## src/hw/rtl/store_forward_ring_buffer_core_defines.svh

```systemverilog
// Assertion macros shared by the ring buffer RTL.
// No dependencies; included by the modules that carry assertions.
`ifndef STORE_FORWARD_RING_BUFFER_CORE_DEFINES_SVH
`define STORE_FORWARD_RING_BUFFER_CORE_DEFINES_SVH

// Property must hold at every clock edge outside reset.
`define SFRB_ASSERT(label, clk, rst_n, prop, msg) \
	label: assert property (@(posedge clk) disable iff (!rst_n) prop) \
		else $error(msg);

// Condition must never be true outside reset.
`define SFRB_NEVER(label, clk, rst_n, cond, msg) \
	label: assert property (@(posedge clk) disable iff (!rst_n) !(cond)) \
		else $error(msg);

`endif

```

## src/hw/rtl/sfrb_pkg.sv

```systemverilog
// Package for the store-and-forward ring buffer: field widths, codes,
// controller types and the snapshot CRC function. No dependencies.
package sfrb_pkg;

	localparam int DEPTH_DEF        = 64;
	localparam int PAYLOAD_BITS_DEF = 32;

	localparam int ACTION_W   = 4;
	localparam int KIND_W     = 8;
	localparam int WORD_W     = 32;
	localparam int SAVED_W    = 16;
	localparam int STATUS_W   = 3;
	localparam int FILL_OUT_W = 7;
	localparam int POS_OUT_W  = 6;
	localparam int CRC_W      = 16;
	localparam int TOTAL_W    = 32;

	localparam logic [CRC_W-1:0] CRC_INIT = 16'hFFFF;
	localparam logic [CRC_W-1:0] CRC_POLY = 16'hA001;

	typedef enum logic [ACTION_W-1:0] {
		ACT_STORE      = 4'd0,
		ACT_PEEK       = 4'd1,
		ACT_COMMIT     = 4'd2,
		ACT_DISCARD    = 4'd3,
		ACT_CLEAR      = 4'd4,
		ACT_CONNECT    = 4'd5,
		ACT_DISCONNECT = 4'd6,
		ACT_RESTORE    = 4'd7,
		ACT_REPORT     = 4'd8
	} action_t;

	typedef enum logic [STATUS_W-1:0] {
		STAT_OK        = 3'd0,
		STAT_EMPTY     = 3'd1,
		STAT_IGNORED   = 3'd2,
		STAT_OVERWRITE = 3'd3,
		STAT_REJECTED  = 3'd4
	} status_t;

	typedef enum logic [1:0] {
		ST_CLEAR,
		ST_IDLE,
		ST_PEEK
	} state_t;

	typedef struct packed {
		logic sweep;
		logic step;
		logic res_load;
		logic peek_load;
	} ctrl_cmd_t;

	typedef struct packed {
		logic sweep_last;
		logic peek_hit;
		logic out_busy;
	} dp_stat_t;

	// CRC-16/MODBUS over count, head, tail as big-endian 16-bit words.
	function automatic logic [CRC_W-1:0] crc16_snapshot(
		input logic [SAVED_W-1:0] c,
		input logic [SAVED_W-1:0] h,
		input logic [SAVED_W-1:0] t
	);
		logic [47:0]      data;
		logic [CRC_W-1:0] crc;
		data = {c, h, t};
		crc  = CRC_INIT;
		for (int i = 0; i < 6; i++) begin
			crc = crc ^ {8'h00, data[47 - 8*i -: 8]};
			for (int j = 0; j < 8; j++) begin
				crc = crc[0] ? ((crc >> 1) ^ CRC_POLY) : (crc >> 1);
			end
		end
		return crc;
	endfunction

endpackage

```

## src/hw/rtl/sfrb_ctrl.sv

```systemverilog
// Controller state machine: entry clear sweep, item acceptance, peek read.
// Depends on sfrb_pkg and the assertion macro header.
`include "store_forward_ring_buffer_core_defines.svh"

module sfrb_ctrl (
	input  logic                 clk,
	input  logic                 arst_n,
	input  logic                 in_valid,
	output logic                 in_stall,
	input  logic                 out_stall,
	input  sfrb_pkg::dp_stat_t   stat,
	output sfrb_pkg::ctrl_cmd_t  cmd
);
	import sfrb_pkg::*;

	state_t state_q;
	state_t state_d;
	logic   out_free;

	assign out_free = !stat.out_busy || !out_stall;

	always_ff @(posedge clk or negedge arst_n) begin
		if (!arst_n) begin
			state_q <= ST_CLEAR;
		end else begin
			state_q <= state_d;
		end
	end

	always_comb begin
		state_d = state_q;
		case (state_q)
			ST_CLEAR: begin
				if (stat.sweep_last) state_d = ST_IDLE;
			end
			ST_IDLE: begin
				if (in_valid && out_free && stat.peek_hit) state_d = ST_PEEK;
			end
			ST_PEEK: begin
				state_d = ST_IDLE;
			end
			default: begin
				state_d = ST_CLEAR;
			end
		endcase
	end

	always_comb begin
		cmd      = '0;
		in_stall = 1'b1;
		case (state_q)
			ST_CLEAR: begin
				cmd.sweep = 1'b1;
			end
			ST_IDLE: begin
				in_stall     = !out_free;
				cmd.step     = in_valid && out_free;
				cmd.res_load = in_valid && out_free && !stat.peek_hit;
			end
			ST_PEEK: begin
				cmd.peek_load = 1'b1;
			end
			default: begin
				cmd = '0;
			end
		endcase
	end

	`SFRB_ASSERT(a_sweep_stall, clk, arst_n, (state_q == ST_CLEAR) |-> in_stall, "item taken during sweep")
	`SFRB_ASSERT(a_peek_free, clk, arst_n, (state_q == ST_PEEK) |-> !stat.out_busy, "peek result blocked")
	`SFRB_ASSERT(a_peek_back, clk, arst_n, (state_q == ST_PEEK) |=> (state_q == ST_IDLE), "peek not closed")

endmodule

```

## src/hw/rtl/sfrb_datapath.sv

```systemverilog
// Datapath: entry memory, pointers, counters, snapshot CRC and result register.
// Depends on sfrb_pkg and the assertion macro header.
`include "store_forward_ring_buffer_core_defines.svh"

module sfrb_datapath #(
	parameter int DEPTH        = sfrb_pkg::DEPTH_DEF,
	parameter int PAYLOAD_BITS = sfrb_pkg::PAYLOAD_BITS_DEF
) (
	input  logic                             clk,
	input  logic                             arst_n,
	input  sfrb_pkg::ctrl_cmd_t              cmd,
	output sfrb_pkg::dp_stat_t               stat,
	input  logic                             out_stall,
	input  logic [sfrb_pkg::ACTION_W-1:0]    action,
	input  logic [sfrb_pkg::KIND_W-1:0]      entry_kind,
	input  logic [sfrb_pkg::WORD_W-1:0]      entry_word,
	input  logic [sfrb_pkg::SAVED_W-1:0]     saved_count,
	input  logic [sfrb_pkg::SAVED_W-1:0]     saved_head,
	input  logic [sfrb_pkg::SAVED_W-1:0]     saved_tail,
	input  logic [sfrb_pkg::SAVED_W-1:0]     saved_check,
	output logic                             out_valid,
	output logic [sfrb_pkg::STATUS_W-1:0]    status,
	output logic [sfrb_pkg::KIND_W-1:0]      out_kind,
	output logic [sfrb_pkg::WORD_W-1:0]      out_word,
	output logic [sfrb_pkg::FILL_OUT_W-1:0]  fill_count,
	output logic [sfrb_pkg::POS_OUT_W-1:0]   write_pos,
	output logic [sfrb_pkg::POS_OUT_W-1:0]   read_pos,
	output logic [sfrb_pkg::CRC_W-1:0]       snapshot_check,
	output logic                             link_up,
	output logic [sfrb_pkg::TOTAL_W-1:0]     stores_total,
	output logic [sfrb_pkg::TOTAL_W-1:0]     reads_total
);
	import sfrb_pkg::*;

	localparam int PW    = (DEPTH > 1) ? $clog2(DEPTH) : 1;
	localparam int CW    = $clog2(DEPTH + 1);
	localparam int SW    = (PAYLOAD_BITS < WORD_W) ? PAYLOAD_BITS : WORD_W;
	localparam int EW    = KIND_W + SW;
	localparam logic [SAVED_W-1:0] DEPTH_SAVED = SAVED_W'(DEPTH);

	logic [EW-1:0]      entries_q [DEPTH];
	logic [EW-1:0]      rd_data_q;
	logic [PW-1:0]      clr_idx_q;
	logic [CW-1:0]      fill_q;
	logic [PW-1:0]      head_q;
	logic [PW-1:0]      tail_q;
	logic               link_q;
	logic [TOTAL_W-1:0] stores_q;
	logic [TOTAL_W-1:0] reads_q;

	logic               out_valid_q;
	status_t            status_q;
	logic [KIND_W-1:0]  kind_q;
	logic [WORD_W-1:0]  word_q;

	logic [CW-1:0]      fill_d;
	logic [PW-1:0]      head_d;
	logic [PW-1:0]      tail_d;
	logic               link_d;
	logic [TOTAL_W-1:0] stores_d;
	logic [TOTAL_W-1:0] reads_d;
	status_t            status_d;
	logic               store_we;
	logic               restore_ok;

	logic               mem_we;
	logic [PW-1:0]      mem_addr;
	logic [EW-1:0]      mem_wdata;

	logic [31:0]        fill_ext;
	logic [31:0]        head_ext;
	logic [31:0]        tail_ext;

	function automatic logic [PW-1:0] next_ptr(input logic [PW-1:0] p);
		logic [PW-1:0] r;
		r = (p == PW'(DEPTH - 1)) ? '0 : p + PW'(1);
		return r;
	endfunction

	assign stat.sweep_last = (clr_idx_q == PW'(DEPTH - 1));
	assign stat.peek_hit   = (action == ACT_PEEK) && (fill_q != '0);
	assign stat.out_busy   = out_valid_q;

	assign restore_ok = (saved_check == crc16_snapshot(saved_count, saved_head, saved_tail))
		&& (saved_count <= DEPTH_SAVED) && (saved_head < DEPTH_SAVED)
		&& (saved_tail < DEPTH_SAVED);

	always_comb begin
		fill_d   = fill_q;
		head_d   = head_q;
		tail_d   = tail_q;
		link_d   = link_q;
		stores_d = stores_q;
		reads_d  = reads_q;
		status_d = STAT_OK;
		store_we = 1'b0;
		case (action)
			ACT_STORE: begin
				if (link_q) begin
					status_d = STAT_IGNORED;
				end else begin
					store_we = 1'b1;
					if (fill_q == CW'(DEPTH)) begin
						tail_d   = next_ptr(tail_q);
						status_d = STAT_OVERWRITE;
					end else begin
						fill_d = fill_q + CW'(1);
					end
					head_d   = next_ptr(head_q);
					stores_d = stores_q + TOTAL_W'(1);
				end
			end
			ACT_PEEK: begin
				if (fill_q == '0) status_d = STAT_EMPTY;
			end
			ACT_COMMIT, ACT_DISCARD: begin
				if (fill_q == '0) begin
					status_d = STAT_EMPTY;
				end else begin
					tail_d = next_ptr(tail_q);
					fill_d = fill_q - CW'(1);
					if (action == ACT_COMMIT) reads_d = reads_q + TOTAL_W'(1);
				end
			end
			ACT_CLEAR: begin
				fill_d = '0;
				head_d = '0;
				tail_d = '0;
			end
			ACT_CONNECT: begin
				link_d = 1'b1;
			end
			ACT_DISCONNECT: begin
				link_d = 1'b0;
			end
			ACT_RESTORE: begin
				if (restore_ok) begin
					fill_d = saved_count[CW-1:0];
					head_d = saved_head[PW-1:0];
					tail_d = saved_tail[PW-1:0];
				end else begin
					fill_d   = '0;
					head_d   = '0;
					tail_d   = '0;
					status_d = STAT_REJECTED;
				end
			end
			default: begin
				status_d = STAT_OK;
			end
		endcase
	end

	assign mem_we    = cmd.sweep || (cmd.step && store_we);
	assign mem_addr  = cmd.sweep ? clr_idx_q : head_q;
	assign mem_wdata = cmd.sweep ? '0 : {entry_kind, entry_word[SW-1:0]};

	always_ff @(posedge clk) begin
		if (mem_we) entries_q[mem_addr] <= mem_wdata;
		rd_data_q <= entries_q[tail_q];
	end

	always_ff @(posedge clk or negedge arst_n) begin
		if (!arst_n) begin
			clr_idx_q <= '0;
		end else if (cmd.sweep) begin
			clr_idx_q <= clr_idx_q + PW'(1);
		end
	end

	always_ff @(posedge clk or negedge arst_n) begin
		if (!arst_n) begin
			fill_q   <= '0;
			head_q   <= '0;
			tail_q   <= '0;
			link_q   <= 1'b0;
			stores_q <= '0;
			reads_q  <= '0;
		end else if (cmd.step) begin
			fill_q   <= fill_d;
			head_q   <= head_d;
			tail_q   <= tail_d;
			link_q   <= link_d;
			stores_q <= stores_d;
			reads_q  <= reads_d;
		end
	end

	always_ff @(posedge clk or negedge arst_n) begin
		if (!arst_n) begin
			out_valid_q <= 1'b0;
		end else if (cmd.res_load || cmd.peek_load) begin
			out_valid_q <= 1'b1;
		end else if (!out_stall) begin
			out_valid_q <= 1'b0;
		end
	end

	always_ff @(posedge clk) begin
		if (cmd.res_load) begin
			status_q <= status_d;
			kind_q   <= '0;
			word_q   <= '0;
		end else if (cmd.peek_load) begin
			status_q <= STAT_OK;
			kind_q   <= rd_data_q[EW-1 -: KIND_W];
			word_q   <= WORD_W'(rd_data_q[SW-1:0]);
		end
	end

	// State registers only move together with a result load, so they match it.
	assign fill_ext = 32'(fill_q);
	assign head_ext = 32'(head_q);
	assign tail_ext = 32'(tail_q);

	assign out_valid      = out_valid_q;
	assign status         = status_q;
	assign out_kind       = kind_q;
	assign out_word       = word_q;
	assign fill_count     = fill_ext[FILL_OUT_W-1:0];
	assign write_pos      = head_ext[POS_OUT_W-1:0];
	assign read_pos       = tail_ext[POS_OUT_W-1:0];
	assign snapshot_check = crc16_snapshot(fill_ext[SAVED_W-1:0], head_ext[SAVED_W-1:0],
		tail_ext[SAVED_W-1:0]);
	assign link_up        = link_q;
	assign stores_total   = stores_q;
	assign reads_total    = reads_q;

	`SFRB_ASSERT(a_fill_bound, clk, arst_n, fill_q <= CW'(DEPTH), "fill above depth")
	`SFRB_ASSERT(a_ptr_bound, clk, arst_n, (head_q <= PW'(DEPTH - 1)) && (tail_q <= PW'(DEPTH - 1)), "pointer out of range")
	`SFRB_ASSERT(a_cmd_excl, clk, arst_n, $onehot0({cmd.sweep, cmd.step, cmd.peek_load}), "overlapping commands")
	`SFRB_ASSERT(a_peek_src, clk, arst_n, cmd.peek_load |-> $past(cmd.step), "peek load without step")

endmodule

```

## src/hw/rtl/store_forward_ring_buffer_core.sv

```systemverilog
// Results are registered: an accepted item loads the result register, while a
// peek of a held entry first passes the registered entry read and the ST_PEEK state.
// Throughput: one item per cycle while in_stall is low; a peek that finds an entry
// holds in_stall high through ST_PEEK. Reset: pointers, counters and link flag clear
// at once; then a sweep zeroes the entry memory while in_stall stays high.
module store_forward_ring_buffer_core #(
	parameter int DEPTH        = sfrb_pkg::DEPTH_DEF,
	parameter int PAYLOAD_BITS = sfrb_pkg::PAYLOAD_BITS_DEF
) (
	input  logic                             clk,
	input  logic                             arst_n,
	input  logic                             in_valid,
	output logic                             in_stall,
	input  logic [sfrb_pkg::ACTION_W-1:0]    action,
	input  logic [sfrb_pkg::KIND_W-1:0]      entry_kind,
	input  logic [sfrb_pkg::WORD_W-1:0]      entry_word,
	input  logic [sfrb_pkg::SAVED_W-1:0]     saved_count,
	input  logic [sfrb_pkg::SAVED_W-1:0]     saved_head,
	input  logic [sfrb_pkg::SAVED_W-1:0]     saved_tail,
	input  logic [sfrb_pkg::SAVED_W-1:0]     saved_check,
	output logic                             out_valid,
	input  logic                             out_stall,
	output logic [sfrb_pkg::STATUS_W-1:0]    status,
	output logic [sfrb_pkg::KIND_W-1:0]      out_kind,
	output logic [sfrb_pkg::WORD_W-1:0]      out_word,
	output logic [sfrb_pkg::FILL_OUT_W-1:0]  fill_count,
	output logic [sfrb_pkg::POS_OUT_W-1:0]   write_pos,
	output logic [sfrb_pkg::POS_OUT_W-1:0]   read_pos,
	output logic [sfrb_pkg::CRC_W-1:0]       snapshot_check,
	output logic                             link_up,
	output logic [sfrb_pkg::TOTAL_W-1:0]     stores_total,
	output logic [sfrb_pkg::TOTAL_W-1:0]     reads_total
);
	import sfrb_pkg::*;

	ctrl_cmd_t cmd;
	dp_stat_t  stat;

	sfrb_ctrl u_ctrl (
		.clk       (clk),
		.arst_n    (arst_n),
		.in_valid  (in_valid),
		.in_stall  (in_stall),
		.out_stall (out_stall),
		.stat      (stat),
		.cmd       (cmd)
	);

	sfrb_datapath #(
		.DEPTH        (DEPTH),
		.PAYLOAD_BITS (PAYLOAD_BITS)
	) u_datapath (
		.clk            (clk),
		.arst_n         (arst_n),
		.cmd            (cmd),
		.stat           (stat),
		.out_stall      (out_stall),
		.action         (action),
		.entry_kind     (entry_kind),
		.entry_word     (entry_word),
		.saved_count    (saved_count),
		.saved_head     (saved_head),
		.saved_tail     (saved_tail),
		.saved_check    (saved_check),
		.out_valid      (out_valid),
		.status         (status),
		.out_kind       (out_kind),
		.out_word       (out_word),
		.fill_count     (fill_count),
		.write_pos      (write_pos),
		.read_pos       (read_pos),
		.snapshot_check (snapshot_check),
		.link_up        (link_up),
		.stores_total   (stores_total),
		.reads_total    (reads_total)
	);

endmodule
```

## config.mk

```make
export PLATFORM = sky130hd
export DESIGN_NAME = store_forward_ring_buffer_core
export DESIGN_NICKNAME = d
export VERILOG_FILES = /design/src/hw/rtl/sfrb_pkg.sv /design/src/hw/rtl/sfrb_ctrl.sv /design/src/hw/rtl/sfrb_datapath.sv /design/src/hw/rtl/store_forward_ring_buffer_core.sv
export VERILOG_INCLUDE_DIRS = /design/src /design/src/hw/rtl
export SDC_FILE = /design/constraint.sdc
export NUM_CORES = 2
export LEC_CHECK = 0
export BUFFER_PORTS_ARGS = -buffer_cell sky130_fd_sc_hd__clkbuf_2
export CORE_MARGIN = 2
export CORE_UTILIZATION = 25
export DETAILED_ROUTE_END_ITERATION = 8
export MAX_ROUTING_LAYER = met4
export PLACE_DENSITY = 0.35
export RECOVER_POWER = 25
export SLEW_MARGIN = 5
export SYNTH_ARGS = -nofsm -noshare
export SYNTH_HDL_FRONTEND = slang
export SYNTH_SLANG_ARGS = --single-unit
```

## constraint.sdc

```tcl
create_clock -name clk -period 4.7 [get_ports clk]
set_clock_uncertainty 0.2 [all_clocks]
set_input_delay 0.235 -clock clk [delete_from_list [all_inputs] [get_ports clk]]
set_output_delay 0.235 -clock clk [all_outputs]
set_load 0.03 [all_outputs]
```

==> impl_metrics.yaml <==
status:
  status: "finished with violations"
  violations: "max-capacitance violations, max-slew violations"
setup_path:
  cp-start-kind: "primary input"
  crit_required_ps: 5320
  cp_max_fo: 15
  reg2reg_depth: 6
  worstPathArrival_ps: 5110
  path_class: "primary input to flip-flop"
  worstSetupEndpointType: "flip-flop"
drt:
  first_iter_violations: 4743
  drc: 0
  ant_nets: 0
  viasPerCell: 4.587
  wl_per_cell_um: 31.30
  dr.pass1.iters: 5
  dr_total_vias: 52090
  totalWireLength_um: 355500
logic_synthesis:
  muxShareOfSynthArea_pct: 17.94
  syn_avg_cell_area_um2: 22.73
  syn_inst: 4666
  synthFlopType: "edfxtp_1"
  synth_edf_count: 2563
  synthesis.area_um2: 106100
  ys_async_sr_fraction_pct: 3.399
  synth_warnings: 0
  synth_compound_area_share_pct: 0.6689
  synth_fa_ha_area_share_pct: 0.2666
  synthDistinctLibCells: 60
  ys_seq_area_share_pct: 76.27
  ys_ff_latch: 2736
  synth_simple_gate_area_share_pct: 2.067
  synth_xor_area_share_pct: 1.821
  synth_top_family_by_area: "multiplexers"
placement:
  io_buffers: 254
  dp_cells: 10630
  dp_hpwl_um: 206800
  placement.cell_area_um2: 117600
  gp_congestion: 0.7604
clocking:
  clock_latency_ps: 930
  cts_sinks: 2736
  clockRootBuffer: "clkbuf_16"
  cts_buffers: 323
  cts_tree: "done"
  path_clk_slew_ps: 60
  htreeDepth: 5
  clockBufferDepth: 4
floorplan:
  initial_core_util_pct: 25.07
  dieWidth_um: 655.3
  core_um2: 423100
  die_area_um2: 429500
  die_h_um: 655.3
  ios: 257
  num_rows: 239
sta:
  grt_setup_unrepaired: "no"
  clock.fmax_ghz: 0.2224
  period_needed_ps: 4497
  hold_viol_final: 0
  maxSlewViolCount: 707
  relSlewSlack_pct: -102.5
  holdWs_ps: 67.31
  setup_viol: 0
  tns_ps: 0
  period_share_pct: 95.69
  worstMarginPinSlew_ps: 3038
pwr:
  power.density_nw_per_um2: 602.1
  leakage_uw: 0.04035
  total_power_uw: 77680
  ir_drop_uv: 2548
global_routing:
  grt_max_degree: 76
  grtUsageTotal_pct: 16.82
  grt_pass1_wl_um: 481500
  antenna_found_initial: 33
  grt_overflow: 0
  grt_pass1_vias: 54180
finish:
  fin_nets: 5548
  syn_to_final_growth_pct: 21.64
  stdcell_count: 11360
  nFillCells: 40960
  final_area_um2: 129000
  drive_above_1_share_pct: 31.84
flow_run:
  max_cap_viol_count: 16
hold_path:
  hold_class: "primary input to flip-flop"
  holdPathStages: 6
through the flow:
stage | util, % | setup WS (ps)
2_1_floorplan | - | 564.8
3_3_place_gp | 27.80 | 342.9
3_5_place_dp | 27.80 | 338.0
4_1_cts | 30.53 | 238.9
5_1_grt | 30.49 | 37.26
6_report | 30.49 | 202.6
report_power, final:
group / switching (uW) / total (uW) / internal [uW]
Clock: 10300 / 24800 / 14500
Combinational: 12900 / 22100 / 9150
Sequential: 760 / 30800 / 30000
cells in the mapped netlist, types with 7 or more instances:
cell,number,area (um^2)
dfrtp_1,93,2327
or3_1,7,43.79
xnor2_1,140,1226
and2_1,45,281.5
nand2b_1,10,62.56
o21ai_0,20,100.1
nand3_1,41,205.2
o21ai_2,10,87.58
o31ai_1,7,52.55
nor3_1,23,115.1
and3_1,17,106.4
inv_1,28,105.1
edfxtp_1,2563,76960
nor4_1,7,43.79
xor2_1,45,394.1
buf_1,71,266.5
xnor3_1,11,247.7
nor2_1,112,420.4
nand2_1,167,626.9
mux2i_1,15,150.1
clkbuf_1,152,570.6
mux2_2,10,112.6
dfxtp_1,80,1602
nand4_1,16,100.1
ha_1,21,262.8
a21oi_1,64,320.3
mux4_2,833,18760
flip-flops by register name, summed over array words and instances, names as in the netlist, 2 cells and up:
register and count:
u_datapath.write_pos 6, u_datapath.rd_data_q 40, u_datapath.clr_idx_q 6, u_datapath.status 3, u_datapath.out_word 32, u_datapath.entries_q 2560, u_datapath.stores_total 32, u_datapath.read_pos 6
u_ctrl.state_q 2, u_datapath.fill_count 7, u_datapath.out_kind 8, u_datapath.reads_total 32
per-layer routing:
metal	share of wire [%]	routed length, um	track usage (%)
met5	0	0	-
met4	1.9	6639	3.288
met3	4.3	15250	2.101
met2	48	170900	26.97
met1	46	162700	23.07
worst max-delay path, stage by stage:
cell and delay, ps:
dlygate4sd3_1 540, clkbuf_2 110, dlygate4sd3_1 550, inv_1 130
ha_1 260, xor2_1 300, xnor2_1 230, xnor3_2 390
xnor3_1 380, xnor2_1 190, mux2i_1 110, or3_2 710
buf_4 260, o21ai_2 150, dlygate4sd3_1 560
worst paths after layout:
| check | start | to | slack [ps] |
|---|---|---|---|
| worst max-delay path | saved_count[4] | u_datapath.write_pos[2] | 200 |
| worst min-delay path | saved_check[5] | u_datapath.read_pos[3] | 70 |
| worst max register to register | u_ctrl.state_q[1] | u_datapath.entries_q[48][38] | 290 |
| worst min register to register | u_datapath.rd_data_q[34] | u_datapath.out_kind[2] | 250 |
| max in group asynchronous | arst_n | u_datapath.reads_total[25] | 2370 |
| min in group asynchronous | arst_n | u_datapath.stores_total[31] | 520 |
logic make-up (layout without fill, tap and decap cells):
| logic type | count (synthesis) | after routing |
|---|---|---|
| DFF | 2736 | 2736 |
| muxes | 858 | 858 |
| and+or+nand+nor | 468 | 468 |
| buffers and inverters | 262 | 1273 |
| xor gates and xnor gates | 199 | 199 |
| AOI/OAI and AO/OA | 120 | 120 |
| adders and majority gates | 22 | 22 |
| other | 1 | 18 |
layout make-up:
cell class,instances,area [um^2],share of cell area (%)
inverter,29,108.9,0.08438
multi-input combinational,1669,24670,19.13
antenna,16,40.04,0.03103
clock inverter,154,1556,1.206
clock buffer,435,8862,6.869
tap,5663,7086,5.492
sequential,2736,80900,62.71
timing repair buffer,655,5783,4.483
layout by cell type, fill, tap and decap left out, drive strengths merged, types with 46 or more instances in the layout:
cell type    Yosys  final
a21oi           64     64
buf             81    268
clkbuf         152    706
clkinv           0    115
dfrtp           93     93
dfxtp           80     80
dlygate4sd3      0    115
edfxtp        2563   2563
mux4           833    833
nand2          167    167
nor2           112    112
xnor2          140    140
xor2            46     46
timing repair:
action                                   CTS  global route
endpoints found under the setup margin     0            11
hold buffers                             114             2
endpoints found under the hold margin   1357           128
gates resized for setup                    0             2
setup buffers                              0             0
(Power assumes the default switching activity.)
